<file path="src/rtl/date_time_field_adjust_unit_macros.svh">
// Assertion helpers for the date/time setting block.
`ifndef DATE_TIME_FIELD_ADJUST_UNIT_MACROS_SVH
`define DATE_TIME_FIELD_ADJUST_UNIT_MACROS_SVH

`ifndef SYNTHESIS
// Same-cycle implication, held off during reset.
`define DTFA_ASSERT_NOW(lbl, ante, cons, msg) \
  lbl: assert property (@(posedge clk) disable iff (rst) (ante) |-> (cons)) else $error(msg);
// Next-cycle implication, held off during reset.
`define DTFA_ASSERT_NEXT(lbl, ante, cons, msg) \
  lbl: assert property (@(posedge clk) disable iff (rst) (ante) |=> (cons)) else $error(msg);
`else
`define DTFA_ASSERT_NOW(lbl, ante, cons, msg)
`define DTFA_ASSERT_NEXT(lbl, ante, cons, msg)
`endif

`endif

</file>
<file path="src/rtl/dtfa_pkg.sv">
package dtfa_pkg;

  typedef enum logic [1:0] {
    MODE_LOAD = 2'd0,
    MODE_NEXT = 2'd1,
    MODE_INC  = 2'd2,
    MODE_DEC  = 2'd3
  } dtfa_mode_t;

  localparam logic [2:0] CUR_YEAR   = 3'd0;
  localparam logic [2:0] CUR_MONTH  = 3'd1;
  localparam logic [2:0] CUR_DAY    = 3'd2;
  localparam logic [2:0] CUR_HOUR   = 3'd3;
  localparam logic [2:0] CUR_MINUTE = 3'd4;
  localparam logic [2:0] CUR_SECOND = 3'd5;
  localparam int unsigned FIELD_COUNT = 6;

  // Full clock/calendar state plus the field cursor.
  typedef struct packed {
    logic [6:0] year;
    logic [3:0] month;
    logic [4:0] day;
    logic [4:0] hour;
    logic [5:0] minute;
    logic [5:0] second;
    logic [2:0] cursor;
  } dtfa_fields_t;

endpackage

</file>
<file path="src/rtl/date_time_field_adjust_unit.sv">
// Setting logic of a two-digit calendar clock. Each command transfer
// (mode plus load fields) updates the year/month/day/hour/minute/second
// state and the field cursor, and produces exactly one result carrying the
// full state after the command. One command is taken every clock cycle
// while cmd_ready is high; the next-state logic is a single short
// wrap-and-compare pass between the state register and the result
// buffer, which registers each result. The output side is a two-entry
// buffer, so a command is still taken while one finished result waits
// on res_ready; cmd_ready drops only when both entries are full.
`include "date_time_field_adjust_unit_macros.svh"

module date_time_field_adjust_unit
  import dtfa_pkg::*;
(
  input  logic       clk,
  input  logic       rst,
  input  logic       cmd_valid,
  output logic       cmd_ready,
  input  logic [1:0] mode,
  input  logic [6:0] load_year,
  input  logic [3:0] load_month,
  input  logic [4:0] load_day,
  input  logic [4:0] load_hour,
  input  logic [5:0] load_minute,
  input  logic [5:0] load_second,
  output logic       res_valid,
  input  logic       res_ready,
  output logic [6:0] year,
  output logic [3:0] month,
  output logic [4:0] day,
  output logic [4:0] hour,
  output logic [5:0] minute,
  output logic [5:0] second,
  output logic [2:0] cursor
);

  dtfa_fields_t state;
  dtfa_fields_t state_next;
  dtfa_fields_t load;
  dtfa_fields_t res;
  logic         accept;
  logic         spill_valid;

  assign accept = cmd_valid && cmd_ready;

  // Pack the load fields; cursor is forced to the year by the step logic.
  always_comb begin
    load.year   = load_year;
    load.month  = load_month;
    load.day    = load_day;
    load.hour   = load_hour;
    load.minute = load_minute;
    load.second = load_second;
    load.cursor = CUR_YEAR;
  end

  dtfa_step u_step (
    .mode (dtfa_mode_t'(mode)),
    .load (load),
    .cur  (state),
    .nxt  (state_next)
  );

  // Advance the state on every command transfer, hold otherwise.
  always_ff @(posedge clk) begin
    if (rst) begin
      state.year   <= 7'd0;
      state.month  <= 4'd1;
      state.day    <= 5'd1;
      state.hour   <= 5'd0;
      state.minute <= 6'd0;
      state.second <= 6'd0;
      state.cursor <= CUR_YEAR;
    end else if (accept) begin
      state <= state_next;
    end
  end

  dtfa_skid u_skid (
    .clk         (clk),
    .rst         (rst),
    .push        (accept),
    .push_data   (state_next),
    .push_ready  (cmd_ready),
    .pop_valid   (res_valid),
    .pop_ready   (res_ready),
    .pop_data    (res),
    .spill_valid (spill_valid)
  );

  assign year   = res.year;
  assign month  = res.month;
  assign day    = res.day;
  assign hour   = res.hour;
  assign minute = res.minute;
  assign second = res.second;
  assign cursor = res.cursor;

  // A parked result never exists without one in the output slot.
  `DTFA_ASSERT_NOW(a_spill_has_main, spill_valid, res_valid, "spill entry without main entry")
  // The cursor only ever walks the six fields.
  `DTFA_ASSERT_NOW(a_cursor_range, 1'b1, state.cursor < 3'(FIELD_COUNT), "cursor out of range")
  // A load always returns the cursor to the year.
  `DTFA_ASSERT_NEXT(a_load_cursor, accept && (mode == MODE_LOAD), state.cursor == CUR_YEAR,
                    "load left cursor off year")

endmodule

</file>
<file path="src/rtl/dtfa_step.sv">
module dtfa_step
  import dtfa_pkg::*;
(
  input  dtfa_mode_t   mode,
  input  dtfa_fields_t load,
  input  dtfa_fields_t cur,
  output dtfa_fields_t nxt
);

  // Signed wrap: above hi goes to lo, below lo goes to hi.
  function automatic logic [6:0] wrap(input logic signed [8:0] s,
                                      input logic signed [8:0] lo,
                                      input logic signed [8:0] hi);
    logic signed [8:0] r;
    if (s > hi) r = lo;
    else if (s < lo) r = hi;
    else r = s;
    return r[6:0];
  endfunction

  function automatic logic signed [8:0] bump(input logic [6:0] v, input logic hit,
                                             input logic down);
    logic signed [8:0] d;
    d = hit ? (down ? -9'sd1 : 9'sd1) : 9'sd0;
    return $signed({2'b00, v}) + d;
  endfunction

  logic             down;
  logic [6:0]       yr_w;
  logic [6:0]       mo_w;
  logic [6:0]       dy_w;
  logic [6:0]       hr_w;
  logic [6:0]       mi_w;
  logic [6:0]       se_w;
  logic [4:0]       mlen;
  logic [3:0]       cur_inc;

  assign down = (mode == MODE_DEC);

  always_comb begin
    yr_w = wrap(bump(cur.year, cur.cursor == CUR_YEAR, down), 9'sd0, 9'sd99);
    mo_w = wrap(bump({3'b000, cur.month}, cur.cursor == CUR_MONTH, down), 9'sd1, 9'sd12);
    unique case (mo_w[3:0])
      4'd2:                      mlen = (yr_w[1:0] == 2'b00) ? 5'd29 : 5'd28;
      4'd4, 4'd6, 4'd9, 4'd11:  mlen = 5'd30;
      default:                   mlen = 5'd31;
    endcase
    dy_w = wrap(bump({2'b00, cur.day}, cur.cursor == CUR_DAY, down), 9'sd1,
                $signed({4'b0000, mlen}));
    hr_w = wrap(bump({2'b00, cur.hour}, cur.cursor == CUR_HOUR, down), 9'sd0, 9'sd23);
    mi_w = wrap(bump({1'b0, cur.minute}, cur.cursor == CUR_MINUTE, down), 9'sd0, 9'sd59);
    se_w = wrap(bump({1'b0, cur.second}, cur.cursor == CUR_SECOND, down), 9'sd0, 9'sd59);

    cur_inc = {1'b0, cur.cursor} + 4'd1;
    if (cur_inc >= 4'(FIELD_COUNT)) cur_inc = cur_inc - 4'(FIELD_COUNT);

    nxt = cur;
    unique case (mode)
      MODE_LOAD: begin
        nxt        = load;
        nxt.cursor = CUR_YEAR;
      end
      MODE_NEXT: begin
        nxt.cursor = cur_inc[2:0];
      end
      MODE_INC, MODE_DEC: begin
        nxt.year   = yr_w;
        nxt.month  = mo_w[3:0];
        nxt.day    = dy_w[4:0];
        nxt.hour   = hr_w[4:0];
        nxt.minute = mi_w[5:0];
        nxt.second = se_w[5:0];
      end
      default: nxt = cur;
    endcase
  end

endmodule

</file>
<file path="src/rtl/dtfa_skid.sv">
module dtfa_skid
  import dtfa_pkg::*;
(
  input  logic         clk,
  input  logic         rst,
  input  logic         push,
  input  dtfa_fields_t push_data,
  output logic         push_ready,
  output logic         pop_valid,
  input  logic         pop_ready,
  output dtfa_fields_t pop_data,
  output logic         spill_valid
);

  logic         main_valid;
  dtfa_fields_t main_data;
  logic         skid_valid;
  dtfa_fields_t skid_data;
  logic         take;

  assign take        = main_valid && pop_ready;
  assign push_ready  = !skid_valid;
  assign pop_valid   = main_valid;
  assign pop_data    = main_data;
  assign spill_valid = skid_valid;

  always_ff @(posedge clk) begin
    if (rst) begin
      main_valid <= 1'b0;
      skid_valid <= 1'b0;
    end else if (!main_valid || take) begin
      if (skid_valid) begin
        main_data  <= skid_data;
        skid_valid <= 1'b0;
      end else begin
        main_valid <= push;
        if (push) main_data <= push_data;
      end
    end else if (push) begin
      // Main slot stalled: park the new result.
      skid_data  <= push_data;
      skid_valid <= 1'b1;
    end
  end

endmodule
</file>
<file path="config.mk">
export PLATFORM = sky130hd
export DESIGN_NAME = date_time_field_adjust_unit
export DESIGN_NICKNAME = d
export VERILOG_FILES = /design/src/rtl/dtfa_pkg.sv /design/src/rtl/date_time_field_adjust_unit.sv /design/src/rtl/dtfa_step.sv /design/src/rtl/dtfa_skid.sv
export VERILOG_INCLUDE_DIRS = /design/src /design/src/rtl
export SDC_FILE = /design/constraint.sdc
export NUM_CORES = 1
export LEC_CHECK = 0
export BUFFER_PORTS_ARGS = -buffer_cell sky130_fd_sc_hd__buf_2
export CORE_MARGIN = 8
export CORE_UTILIZATION = 40
export CTS_BUF_LIST = sky130_fd_sc_hd__clkbuf_16
export DETAILED_ROUTE_END_ITERATION = 10
export GPL_ROUTABILITY_DRIVEN = 0
export PLACE_DENSITY_LB_ADDON = 0.05
export SLEW_MARGIN = 20
export SYNTH_ARGS = -nofsm -noshare
export SYNTH_HDL_FRONTEND = slang
export SYNTH_SLANG_ARGS = --single-unit
</file>
<file path="constraint.sdc">
create_clock -name clk -period 6.35 [get_ports clk]
set_input_delay 1.27 -clock clk [delete_from_list [all_inputs] [get_ports clk]]
set_output_delay 1.27 -clock clk [all_outputs]
set_load 0.01 [all_outputs]
</file>
==> results.py <==
metrics = {
    "status": {
        "status": "finished clean",
    },
    "yosys": {
        "yosysTopAreaCellShare_pct": 30.1,
        "synth-edff-count": 72,
        "synth_warnings": 0,
        "ys_seq_area_share_pct": 40.7,
        "syn_inst": 739,
        "synth_top_area_cell": "edfxtp_1",
        "synth_area_per_cell_um2": 9.72,
        "synthArstFlopShare_pct": 0,
        "ys_ff_latch": 110,
        "yosysUniqueCellTypes": 69,
        "synth.top_cells.by_area": "edfxtp_1 30%, dfxtp_1 11%, ha_1 7.7%, a21oi_1 4.7%, mux2i_1 4.0%",
        "synthFlopType": "edfxtp_1",
        "synthesis.nets": 827,
        "syn_area_um2": 7180,
    },
    "power": {
        "p_sw_share_pct": 29.5,
        "power_frac_comb_pct": 21.0,
        "p_switching_uw": 536,
        "p_clk_share_pct": 32.6,
        "intPower_mw": 1.28,
        "seq_power_share_pct": 46.3,
        "ir_worst_vdd_v": 0.000130,
        "power.leakage_nw": 3.42,
        "p_per_area_nw_per_um2": 224,
    },
    "worst_setup_path": {
        "crit_end": "u_skid.pop_data[21]",
        "start_kind": "input pin",
        "critical-path-slowest-cell": "or4_4",
        "cp_common_cell": "ha_1",
        "startpoint": "mode[0]",
        "cp.arrival_ns": 5.71,
        "reg2reg_depth": 23,
        "cp_cell_sequence": "buf_2, nand4b_4, xnor2_1, ha_1, nand2_1, nand2_1, o21ai_0, ha_1, nor3b_1, o2111ai_2, or4_4, a31o_2, ha_1, nor2b_1, o21ai_0, nand4b_1, o211a_1, o21a_1, inv_1, o31ai_2, mux2_2",
        "path_depth": 21,
        "path_buf_inv": 2,
        "cp.required_ns": 6.46,
        "critPathKind": "input pin to flip-flop",
        "crit_family": "simple AND/OR/NAND/NOR gates",
        "endpoint_kind": "flip-flop",
        "crit_fanout": 13,
        "r2r-end": "u_skid.pop_data[21]",
        "reg2reg_slack_ns": 1.05,
        "reg2reg_from": "state[1]",
        "critPathMaxStageDelay_ns": 0.52,
    },
    "grt": {
        "antenna_found_initial": 0,
        "grt_pass1_vias": 5680,
        "grt_pass1_wl_um": 30800,
        "grt_remaining_overflow": 0,
        "grt_usage_pct": 17.3,
        "grt_max_degree": 38,
    },
    "clock_network": {
        "clk_latency_ns": 0.36,
        "cts.reportedPaths.clkPinSlew_ns": 0.07,
        "htree_num_levels": 3,
        "cts-root-buf": "clkbuf_16",
        "postCtsHoldBufs": 0,
        "cts_tree": "done",
        "cts_buffers": 9,
        "cts_setup_buffers": 0,
        "cts_buffer_depth": 2,
        "cts-resized-gates": 0,
        "cts_sinks": 110,
    },
    "timing": {
        "drv_slew": 0,
        "tns_ns": 0,
        "skew_ns": 0.0128,
        "min_period_ns": 5.60,
        "holdWs_ns": 0.491,
        "finalSetupViolCount": 0,
        "rsz0062_at_grt": "false",
        "hold_viol": 0,
        "timing.fmax_ghz": 0.179,
        "worst_pin_slew_ns": 0.887,
        "min_period_over_period_pct": 88.2,
        "timing.slew.headroom_pct": 40.8,
    },
    "route": {
        "drt_iter0_drc": 287,
        "wl_um": 19500,
        "viasPerCell": 5.70,
        "routedWlPerCell_um": 18.9,
        "vias": 5884,
        "ant_nets": 0,
        "drc_errors": 0,
        "drtPass1Iterations": 5,
    },
    "final_layout": {
        "seqCellArea_um2": 2920,
        "fin_cells": 1033,
        "mostFrequentLayoutCell": "buf_2",
        "nNetsFinal": 887,
        "multi_input_area_um2": 3950,
        "antenna_cells": 0,
        "layout_common_cells": "76 x buf_2, 72 x edfxtp_1, 68 x a21oi_1",
        "nFillCells": 1748,
        "drive_above_1_share_pct": 17.8,
        "area_growth_pct": 13.1,
    },
    "floorplan": {
        "initial_utilization_pct": 40.4,
        "die_w_um": 150,
        "coreArea_um2": 17800,
        "rows": 49,
        "ios": 77,
        "die-area_um2": 22500,
        "fp.dieH_um": 150,
    },
    "worst_hold_path": {
        "min_path_type": "flip-flop to flip-flop",
        "min_from": "state[29]",
    },
    "placement": {
        "placed_cells": 1016,
        "dp_hpwl_um": 13900,
        "portBuffers": 76,
    },
    "job": {
        "max_cap_violations": 0,
    },
}
[power by group through the flow]
stage | Clock (mW) | Combinational, mW | Sequential [mW]
floorplan | 0 | 0.272 | 0.856
CTS | 0.612 | 0.385 | 0.843
finish | 0.593 | 0.383 | 0.843
global route | 0.629 | 0.427 | 0.848
global placement | 0 | 0.375 | 0.858
detailed placement | 0 | 0.382 | 0.859
[worst register-to-register path, stage by stage (launching register included)]
cell and delay, ns:
dfxtp_1 0.37, inv_1 0.16, ha_1 0.26, inv_1 0.13, nor2_1 0.13, ha_1 0.35
ha_1 0.45, nand2_1 0.11, nand2_1 0.09, o21ai_0 0.09, ha_1 0.27, nor3b_1 0.26
o2111ai_2 0.21, or4_4 0.52, a31o_2 0.25, ha_1 0.18, nor2b_1 0.10, o21ai_0 0.07
nand4b_1 0.19, o211a_1 0.21, o21a_1 0.20, inv_1 0.11, o31ai_2 0.10, mux2_2 0.26
[sequential cells by signal, indices dropped and copies added (netlist names)]
name and count:
u_skid.skid_data 36, u_skid.pop_data 36, u_skid.pop_valid 1, state 36, u_skid.spill_valid 1
[cell type report]
class	count	share of cell area [%]
Timing Repair Buffer	87	5.75
Clock inverter	7	1.03
Tap cell	229	3.53
Inverter	48	2.25
Sequential cell	110	36.0
Multi-Input combinational cell	543	48.7
Clock buffer	9	2.77
[stage by stage]
stage | utilization (%) | instance area, um^2 | setup WS, ns | total power, mW
after floorplan | - | 7180 | 0.934 | 1.13
after global placement | 43.9 | 7800 | 0.517 | 1.23
after detailed placement | 43.9 | 7800 | 0.442 | 1.24
after CTS | 45.6 | 8110 | 0.801 | 1.84
after global routing | 45.7 | 8120 | 0.403 | 1.90
final | 45.7 | 8120 | 0.752 | 1.82
[cell families after synthesis]
| family | after synthesis | synth area share (%) |
|---|---|---|
| AO/OA/AOI/OAI | 214 | 20.3 |
| AND/OR/NAND/NOR | 203 | 14.4 |
| flip-flops | 110 | 40.7 |
| buffers and inverters | 86 | 4.62 |
| multiplexers | 51 | 7.53 |
| adder cells (fa/ha/maj) | 49 | 9.06 |
| XOR/XNOR | 26 | 3.38 |
[worst min-delay path by stage]
stage               cells after the start        end
global route                            2  state[29]
detailed placement                      2  state[29]
CTS                                     2  state[29]
floorplan                               2  state[29]
global placement                        2  state[29]
finish                                  2  state[29]
[synthesized netlist by cell type (7+ instances only)]
cell / n
dfxtp_1: 38
clkbuf_1: 28
a21oi_1: 68
o21bai_1: 7
nor2_1: 56
mux2_2: 21
a21o_1: 11
xnor2_1: 15
o21ai_0: 23
inv_1: 47
ha_1: 44
a211oi_1: 26
o41ai_1: 13
and2_1: 12
mux2i_1: 29
edfxtp_1: 72
nand2_1: 40
nor3_1: 33
nand3_1: 13
nand2b_1: 7
xor2_1: 9
[per-layer routing]
metal,GRT usage (%),up-vias,share of wire (%)
li1,-,2867,-
met1,23.5,2875,48
met2,27.9,124,46
met3,2.36,18,3.7
met4,5.55,0,1.5
met5,0,-,0
Note: power is estimated with default switching activity, not from simulation.
